`config.mk`:
```
export PLATFORM = sky130hd
export DESIGN_NAME = c2dk_cell
export DESIGN_NICKNAME = d
export VERILOG_FILES = /design/src/c2dk_pkg.sv /design/src/c2dk_cell.sv
export SDC_FILE = /design/constraint.sdc
export NUM_CORES = 1
export LEC_CHECK = 0
export BUFFER_PORTS_ARGS = -buffer_cell sky130_fd_sc_hd__buf_2
export CAP_MARGIN = 10
export CORE_MARGIN = 2
export CORE_UTILIZATION = 45
export DETAILED_ROUTE_END_ITERATION = 7
export MAX_ROUTING_LAYER = met4
export PLACE_DENSITY = 0.74
export SLEW_MARGIN = 20
export SYNTH_ARGS = -nofsm -noshare
export SYNTH_HDL_FRONTEND = slang
export SYNTH_SLANG_ARGS = --single-unit
```
`constraint.sdc`:
```
create_clock -name clk -period 13 [get_ports clk]
set_input_delay 2.6 -clock clk [delete_from_list [all_inputs] [get_ports clk]]
set_output_delay 2.6 -clock clk [all_outputs]
set_load 0.02 [all_outputs]
```
`src/c2dk_pkg.sv`:
```
// Shared constants, types and helpers for the 2D window convolution core.
`default_nettype none
package c2dk_pkg;

  localparam int MAX_COLS    = 1024;
  localparam int MAX_ROWS    = 1024;
  localparam int MAX_KERNEL  = 7;
  localparam int DATA_WIDTH  = 16;
  localparam int LINE_SLOTS  = MAX_KERNEL - 1;
  localparam int COL_W       = 10;
  localparam int DIM_W       = 11;
  localparam int KSZ_W       = 3;
  localparam int SLOT_W      = 3;
  localparam int PROD_W      = 2 * DATA_WIDTH;
  localparam int ROWSUM_W    = PROD_W + 3;
  localparam int VAL_W       = 37;
  localparam int OFIFO_DEPTH = 8;
  localparam int OFIFO_AW    = 3;

  localparam logic [1:0] OP_COEF  = 2'd0;
  localparam logic [1:0] OP_PIXEL = 2'd1;
  localparam logic [1:0] OP_DRAIN = 2'd2;

  localparam logic [1:0] ST_OK   = 2'd0;
  localparam logic [1:0] ST_BIG  = 2'd1;
  localparam logic [1:0] ST_EVEN = 2'd2;

  localparam logic [1:0] REG_IMAGE_ROWS  = 2'd0;
  localparam logic [1:0] REG_IMAGE_COLS  = 2'd1;
  localparam logic [1:0] REG_KERNEL_ROWS = 2'd2;
  localparam logic [1:0] REG_KERNEL_COLS = 2'd3;

  typedef logic signed [DATA_WIDTH-1:0] pix_t;
  typedef logic [LINE_SLOTS-1:0][DATA_WIDTH-1:0] line_col_t;

  typedef struct packed {
    logic signed [VAL_W-1:0] value;
    logic [COL_W-1:0]        row;
    logic [COL_W-1:0]        col;
    logic [1:0]              status;
    logic                    frame_end;
  } res_t;

  typedef struct packed {
    logic             res;
    logic             use_sum;
    logic [COL_W-1:0] row;
    logic [COL_W-1:0] col;
    logic [1:0]       status;
    logic             frame_end;
  } meta_t;

  // line slot holding the row "back" rows above the one in slot
  function automatic logic [SLOT_W-1:0] slot_back(input logic [SLOT_W-1:0] slot,
                                                  input logic [KSZ_W-1:0] back);
    logic [SLOT_W:0] t;
    t = {1'b0, slot} + (SLOT_W+1)'(LINE_SLOTS) - {1'b0, back};
    if (t >= (SLOT_W+1)'(LINE_SLOTS)) t = t - (SLOT_W+1)'(LINE_SLOTS);
    return t[SLOT_W-1:0];
  endfunction

endpackage
`default_nettype wire

```
`src/c2dk_cell.sv`:
```
// One window cell: holds a pixel, passes it left, multiplies by its coefficient.
`default_nettype none
module c2dk_cell (
  input  wire logic                                  clk,
  input  wire logic                                  en,
  input  wire logic signed [c2dk_pkg::DATA_WIDTH-1:0] pix_in,
  input  wire logic signed [c2dk_pkg::DATA_WIDTH-1:0] coef,
  output logic signed [c2dk_pkg::DATA_WIDTH-1:0]      pix,
  output logic signed [c2dk_pkg::PROD_W-1:0]          prod
);

  always_ff @(posedge clk) begin
    if (en) begin
      pix <= pix_in;
    end
    prod <= pix * coef;
  end

endmodule
`default_nettype wire

```
==> impl_metrics.toml <==
[run_status]
status = "completed"

[critical_path]
start_kind = "input port"
critPathMaxFanout = 16
crit_arrival_ns = 8.54
critPathRequiredTime_ns = 13.18
endpoint_kind = "flip-flop"
crit_type = "in2reg"

[clocking]
clkLatencyLatePin_ns = 0.29
post_cts_buffers = 0
clk_path_buf_depth = 2
cts_tree = "built"
root_buffer = "clkbuf_16"
cts_resized = 0
h-tree-depth = 2
numCtsBuffers = 5
hold_buffers = 0
clk_pin_slew_ns = 0.07
cts.sinks = 48

[detailed_routing]
drt_iter0_drc = 422
post_drt_wl_per_cell_um = 16.1
ant_nets = 0
wl_mm = 24.2
wl_met2_mm = 12.8
drc = 0
num_vias = 7629
viasPerCell = 5.07
drtPass1Iterations = 6
top_layer_used = "met4"
drt-met1-wl_mm = 9.68
wl_met3_mm = 1.14

[synth]
ys_seq_elements = 48
yosys-top-cells-count = "288 x inv_1, 262 x fa_1, 127 x nand2_1"
synth-main-ff-cell = "dfxtp_1"
ys_async_sr_fraction = 0
synth.avg_cell_area_um2 = 9.72
yosysMostFrequentCell = "inv_1"
syn_area_um2 = 10900
synthTopCellsByArea = "fa_1 48%, inv_1 9.9%, ha_1 9.4%"
yosys_warnings = 0
synth_top_area_share = 0.480
yosys.area.top_type = "fa_1"
synth_cell_types = 48
synth-edff-count = 16
synth_cells = 1125
syn-num-nets = 1503
yosysSeqAreaShare = 0.103

[global_route]
grt_pass1_vias = 8421
grt-ovfl-total = 0
grt_max_degree = 18
track_usage = 0.206
antenna_found_initial = 0
grt_pass1_wl_mm = 40.7

[cells_and_area]
n_antenna_cell = 0
final_layout_size_suffix_gt1_frac = 0.0787
nets = 1559
utilization = 0.489
area.growth.synth_to_final_pct = 7.90

[sta]
setup_tns_ns = 0
rsz0062_at_grt = "no"
fin_crit_sh = 0.643
finalHoldViolCount = 0
worst_slew_pin_slew_ns = 0.819
max_freq_mhz = 120
setup_viol = 0
period_needed_ns = 8.36
drv_slew = 0
max_slew_margin = 0.454
fin_worst_skew_ns = 0.00448
hold_slack_ns = 0.999

[place]
io_buffers = 81
dp_hpwl_mm = 20.3
finalWeightedCongestion = 0.886

[min_path]
hp-class = "reg2reg"

[floorplanning]
dieArea_um2 = 25600
rows = 57
io_pins = 82
die_w_um = 160
design.core.area_um2 = 24100
die_height_um = 160
start_util = 0.453

[flow_run]
cap_violations = 0
[sequential cells by signal, indices dropped and copies added (netlist names)]
register  cells
pix          16
prod         32
[kinds of logic (layout without fill, tap and decap cells)]
kind of cell,after synthesis,count (layout),synth area share
buffers and inverters,320,377,0.110
xor gates and xnor gates,34,34,0.0272
and+or+nand+nor,306,306,0.142
DFF,48,48,0.103
adders and majority gates,344,344,0.574
AOI/OAI and AO/OA,73,73,0.0451
[cell usage in the layout, fill, tap and decap left out, drive strengths merged, types with 2 or more instances in the layout]
cell    Yosys  final
o31ai       2      2
a31oi       4      4
o21bai      3      3
and2      124    124
o211ai      2      2
a21oi      23     23
o41ai       2      2
o311ai      2      2
nor3        3      3
a221o       2      2
dfxtp      32     32
o21ai      10     10
o21a        3      3
nor2       25     25
ha         82     82
and3        6      6
nand4       2      2
clkbuf     29      7
inv       288    288
a21o       11     11
fa        262    262
nor2b       2      2
xor2        6      6
nand2b      8      8
buf         3     81
a211oi      2      2
xnor2      28     28
edfxtp     16     16
nand2     127    127
[final cells by class]
class                   count  area (µm²)
multi-input cells         757        8610
clock buffers               7         164
clock inverters             1        8.76
fillers                  2252       12300
repair buffers             81         405
well taps                 324         405
inverters                 288        1080
flip-flops and latches     48        1120
[layer usage]
layer / GRT usage / up-vias
met1: 0.255 / 3937
li1: - / 3404
met5: - / -
met3: 0.0200 / 57
met4: 0.0545 / 0
met2: 0.365 / 231
[final timing paths]
check | end | slack [ns] | cells after the start | startpoint
min | prod[0] | 1.0 | 1 | pix[0]
max | prod[29] | 4.64 | 19 | coef[1]
min reg2reg | prod[0] | 1.0 | 1 | pix[0]
max reg2reg | prod[29] | 6.35 | 20 | pix[7]
[stage by stage]
stage	area (µm²)	worst slack, ns	std cells
final	11800	4.64	1506
after global routing	11800	4.34	1506
after CTS	11800	4.62	1506
after detailed placement	11600	4.35	1498
after global placement	11600	4.43	1498
after floorplan	10900	4.83	1125
[critical path, cell delays in order]
cell      delay [ns]
buf_2           0.21
nand2_1         0.15
inv_1           0.10
fa_1            0.78
fa_1            0.52
fa_1            0.50
fa_1            0.52
fa_1            0.51
inv_1           0.05
fa_1            0.47
inv_1           0.04
ha_1            0.33
nand3_1         0.15
a211oi_1        0.10
a22o_1          0.25
a211o_1         0.31
and3_4          0.19
a221o_1         0.40
o311ai_1        0.36
Power is not shown: default switching activity piles up to over one toggle a cycle in this logic, so the estimate is an artifact.
