--- src/c2dk_pkg.sv ---
// Shared constants, types and helpers for the 2D window convolution core.
`default_nettype none
package c2dk_pkg;

  localparam int MAX_COLS    = 1024;
  localparam int MAX_ROWS    = 1024;
  localparam int MAX_KERNEL  = 7;
  localparam int DATA_WIDTH  = 16;
  localparam int LINE_SLOTS  = MAX_KERNEL - 1;
  localparam int COL_W       = 10;
  localparam int DIM_W       = 11;
  localparam int KSZ_W       = 3;
  localparam int SLOT_W      = 3;
  localparam int PROD_W      = 2 * DATA_WIDTH;
  localparam int ROWSUM_W    = PROD_W + 3;
  localparam int VAL_W       = 37;
  localparam int OFIFO_DEPTH = 8;
  localparam int OFIFO_AW    = 3;

  localparam logic [1:0] OP_COEF  = 2'd0;
  localparam logic [1:0] OP_PIXEL = 2'd1;
  localparam logic [1:0] OP_DRAIN = 2'd2;

  localparam logic [1:0] ST_OK   = 2'd0;
  localparam logic [1:0] ST_BIG  = 2'd1;
  localparam logic [1:0] ST_EVEN = 2'd2;

  localparam logic [1:0] REG_IMAGE_ROWS  = 2'd0;
  localparam logic [1:0] REG_IMAGE_COLS  = 2'd1;
  localparam logic [1:0] REG_KERNEL_ROWS = 2'd2;
  localparam logic [1:0] REG_KERNEL_COLS = 2'd3;

  typedef logic signed [DATA_WIDTH-1:0] pix_t;
  typedef logic [LINE_SLOTS-1:0][DATA_WIDTH-1:0] line_col_t;

  typedef struct packed {
    logic signed [VAL_W-1:0] value;
    logic [COL_W-1:0]        row;
    logic [COL_W-1:0]        col;
    logic [1:0]              status;
    logic                    frame_end;
  } res_t;

  typedef struct packed {
    logic             res;
    logic             use_sum;
    logic [COL_W-1:0] row;
    logic [COL_W-1:0] col;
    logic [1:0]       status;
    logic             frame_end;
  } meta_t;

  // line slot holding the row "back" rows above the one in slot
  function automatic logic [SLOT_W-1:0] slot_back(input logic [SLOT_W-1:0] slot,
                                                  input logic [KSZ_W-1:0] back);
    logic [SLOT_W:0] t;
    t = {1'b0, slot} + (SLOT_W+1)'(LINE_SLOTS) - {1'b0, back};
    if (t >= (SLOT_W+1)'(LINE_SLOTS)) t = t - (SLOT_W+1)'(LINE_SLOTS);
    return t[SLOT_W-1:0];
  endfunction

endpackage
`default_nettype wire

--- src/c2dk_out_fifo.sv ---
// Output queue of result words between the pipeline and the output channel.
`default_nettype none
module c2dk_out_fifo (
  input  wire logic                          clk,
  input  wire logic                          rst,
  input  wire logic                          wr,
  input  wire c2dk_pkg::res_t                wdata,
  input  wire logic                          rd,
  output c2dk_pkg::res_t                     rdata,
  output logic                               nonempty,
  output logic [c2dk_pkg::OFIFO_AW:0]        count
);

  c2dk_pkg::res_t mem [c2dk_pkg::OFIFO_DEPTH];
  logic [c2dk_pkg::OFIFO_AW-1:0] wptr, rptr;

  always_ff @(posedge clk) begin
    if (wr) begin
      mem[wptr] <= wdata;
    end
  end

  always_ff @(posedge clk) begin
    if (rst) begin
      wptr  <= '0;
      rptr  <= '0;
      count <= '0;
    end else begin
      if (wr) wptr <= wptr + 1'b1;
      if (rd) rptr <= rptr + 1'b1;
      count <= count + (c2dk_pkg::OFIFO_AW+1)'(wr) - (c2dk_pkg::OFIFO_AW+1)'(rd);
    end
  end

  assign rdata    = mem[rptr];
  assign nonempty = (count != '0);

endmodule
`default_nettype wire

--- config.mk ---
export PLATFORM = sky130hd
export DESIGN_NAME = c2dk_out_fifo
export DESIGN_NICKNAME = d
export VERILOG_FILES = /design/src/c2dk_pkg.sv /design/src/c2dk_out_fifo.sv
export SDC_FILE = /design/constraint.sdc
export NUM_CORES = 1
export LEC_CHECK = 0
export ABC_AREA = 0
export BUFFER_PORTS_ARGS = -buffer_cell sky130_fd_sc_hd__buf_2
export CORE_ASPECT_RATIO = 0.5
export CORE_MARGIN = 4
export CORE_UTILIZATION = 56
export CTS_BUF_LIST = sky130_fd_sc_hd__clkbuf_4
export CTS_CLUSTER_SIZE = 28
export DETAILED_ROUTE_END_ITERATION = 8
export PLACE_DENSITY = 0.86
export SKIP_CTS_REPAIR_TIMING = 1
export SLEW_MARGIN = 20
export SYNTH_ARGS = -nofsm -noshare
export SYNTH_HDL_FRONTEND = slang
export SYNTH_SLANG_ARGS = --single-unit
--- constraint.sdc ---
create_clock -name clk -period 4.8 [get_ports clk]
set_clock_uncertainty 0.05 [all_clocks]
set_input_delay 0.24 -clock clk [delete_from_list [all_inputs] [get_ports clk]]
set_output_delay 0.24 -clock clk [all_outputs]
set_load 0.01 [all_outputs]
==> out/results.ini <==
[run_status]
status=finished, final reports clean

[critical_path]
startpoint_type=flip-flop
crit_path_end=rdata[48]
rrSetupSlack_ns=2.46
r2r_end=mem[7][44]
cp-end-kind=primary output
cp.arrival_ns=3.31
cp_max_fo=40
reg2reg_depth=3
r2r_start=wptr[1]
critPathKind=flip-flop to primary output
crit_required_ns=4.51

[cts]
h-tree-depth=3
clk_pin_slew_ns=0.12
cts_buffers=103
cts_root_buf=clkbuf_4
worstSkewPairLatency_ns=0.74
cts_tree=built
clockBufferDepth=3
cts_sinks=493

[detailed_routing]
drt_iter0_markers=1282
drt_wl_total_mm=42.8
drc=0
antenna_left=0
drt_pass1_iterations=7
dr_total_vias=9569
via_per_inst=6.16
routedWlPerCell_um=27.5

[timing]
relSlewSlack_pct=29.4
tightest_slew_ns=1.06
tns_ns=0
timing.fmax_ghz=0.278
period_share_pct=75.0
rsz0062_at_grt=false
period_minus_slack_ns=3.60
drv_slew=0
hold_viol=0
setup_viol=0

[placement]
portBuffers=128
hpwl_mm=20.7
globalplace.congestion=0.758
placedCellCount=1313

[job]
maxCapViolations=0

[grt]
grt_pass1_wl_mm=56.7
grt_usage_pct=20.9
grt_max_degree=121
antenna_found_initial=2
grt_overflow=0
grt_pass1_vias=9568

[floorplan]
pin_count=129
fp.dieW_um=267
start_util_pct=56.7
die_y_um=137
die_area_mm2=0.0367
rows=47
core_mm2=0.0330

[final_layout]
nets=1114
drive_above_1_share_pct=43.0
area_delta_synth_final_pct=16.4
instances_no_fill=1553

[synth]
avgSynthCellArea_um2=24.6
synth-seq-cells=493
synth_cell_types=24
synth.yosys.warnings=0
synth_cells=761
syn_nets=833
syn-cell-area_mm2=0.0188
yosysSeqAreaShare_pct=78.2

[power]
p_leak_nw=7.19
ir_drop_mv=0.182
power_density_mw_per_mm2=405

[hold_path]
hold_path.class=primary input to flip-flop

worst min-delay path by stage:
stage               depth (start not counted)  startpoint  slack, ns          to
finish                                      2   wdata[29]       0.24  mem[1][29]
global route                                2   wdata[11]       0.20  mem[7][11]
CTS                                         1   wdata[31]      -0.36  mem[4][31]
detailed placement                          1   wdata[11]       0.45  mem[1][11]
global placement                            2     wptr[0]       0.43     wptr[0]
floorplan                                   0    wdata[0]       0.29   mem[0][0]
cell usage after synthesis:
library cell | instances | area, um2
buf_12 | 8 | 160
buf_6 | 3 | 33.8
xnor2_1 | 1 | 8.76
mux2_2 | 60 | 676
inv_1 | 7 | 26.3
dfxtp_1 | 13 | 260
buf_2 | 3 | 15.0
mux2i_1 | 2 | 20.0
xor2_1 | 3 | 26.3
nor3_1 | 2 | 10.0
nor2_1 | 15 | 56.3
mux4_1 | 20 | 526
mux4_2 | 100 | 2250
a31o_2 | 1 | 8.76
fa_1 | 1 | 20.0
nor2b_1 | 1 | 6.26
nand3_1 | 2 | 10.0
buf_1 | 8 | 30.0
a21oi_1 | 3 | 15.0
edfxtp_1 | 480 | 14400
nand2b_1 | 5 | 31.3
nand2_1 | 4 | 15.0
clkbuf_1 | 12 | 45.0
ha_1 | 7 | 87.6
area by class of cell:
class	instances	area, um2
Timing Repair Buffer	210	1450
Antenna cell	2	5.00
Clock buffer	153	1150
Sequential cell	493	14700
Tap cell	441	552
Clock inverter	20	130
Inverter	7	26.3
Fill cell	1859	11200
Multi-Input combinational cell	227	3840
layout by cell type (no fill, tap or decap), drive strengths merged:
| cell type | count |
|---|---|
| bufinv | 2 |
| edfxtp | 480 |
| a31o | 1 |
| clkbuf | 153 |
| diode | 2 |
| inv | 9 |
| nand2 | 4 |
| xor2 | 3 |
| buf | 146 |
| a21oi | 3 |
| ha | 7 |
| clkinv | 16 |
| nor2 | 15 |
| mux2 | 60 |
| dlygate4sd3 | 64 |
| nand3 | 2 |
| nor2b | 1 |
| mux4 | 120 |
| mux2i | 2 |
| nand2b | 5 |
| xnor2 | 1 |
| fa | 1 |
| nor3 | 2 |
| dfxtp | 13 |
metrics by stage:
| step | hold WS (ns) | setup slack (ns) | utilization (%) | total power [mW] | area, um2 |
|---|---|---|---|---|---|
| 5_1_grt | 0.203 | 0.956 | 66.1 | 9.15 | 21800 |
| 3_3_place_gp | 0.433 | 2.05 | 60.2 | 5.66 | 19900 |
| 2_1_floorplan | 0.289 | 1.22 | - | 5.44 | 18800 |
| 4_1_cts | -0.362 | 1.19 | 64.1 | 8.73 | 21200 |
| 3_5_place_dp | 0.454 | 1.99 | 60.2 | 5.70 | 19900 |
| 6_report | 0.241 | 1.20 | 66.1 | 8.84 | 21800 |
power breakdown:
group	internal [mW]	switching, mW
clock network	1.55	1.61
registers	4.82	0.0787
logic	0.383	0.391
registers in the layout, indices dropped and copies added (netlist names), named ones only:
register and count:
mem 480, rptr 3, count 4, wptr 3
cells by family (layout without fill, tap and decap cells):
kind of cell	count (synthesis)	count (layout)	share of synthesized area [%]
buf+inv	41	390	1.65
simple gates	29	29	0.687
other cells	0	2	0
mux	182	182	18.5
xor+xnor	4	4	0.187
flops	493	493	78.2
compound gates	4	4	0.127
fa+ha+maj	8	8	0.574
routing by layer:
| layer | wire, um | global-route usage, % |
|---|---|---|
| met5 | 0 | 0 |
| met3 | 3750 | 4.43 |
| met2 | 22200 | 35.8 |
| met1 | 15400 | 26.9 |
| met4 | 1410 | 8.20 |
critical path, stage by stage (launching register included):
cell and delay (ns):
dfxtp_4 0.86, buf_4 0.57, mux4_1 0.64, mux2_2 0.30, buf_2 0.14
(Power assumes the default switching activity.)
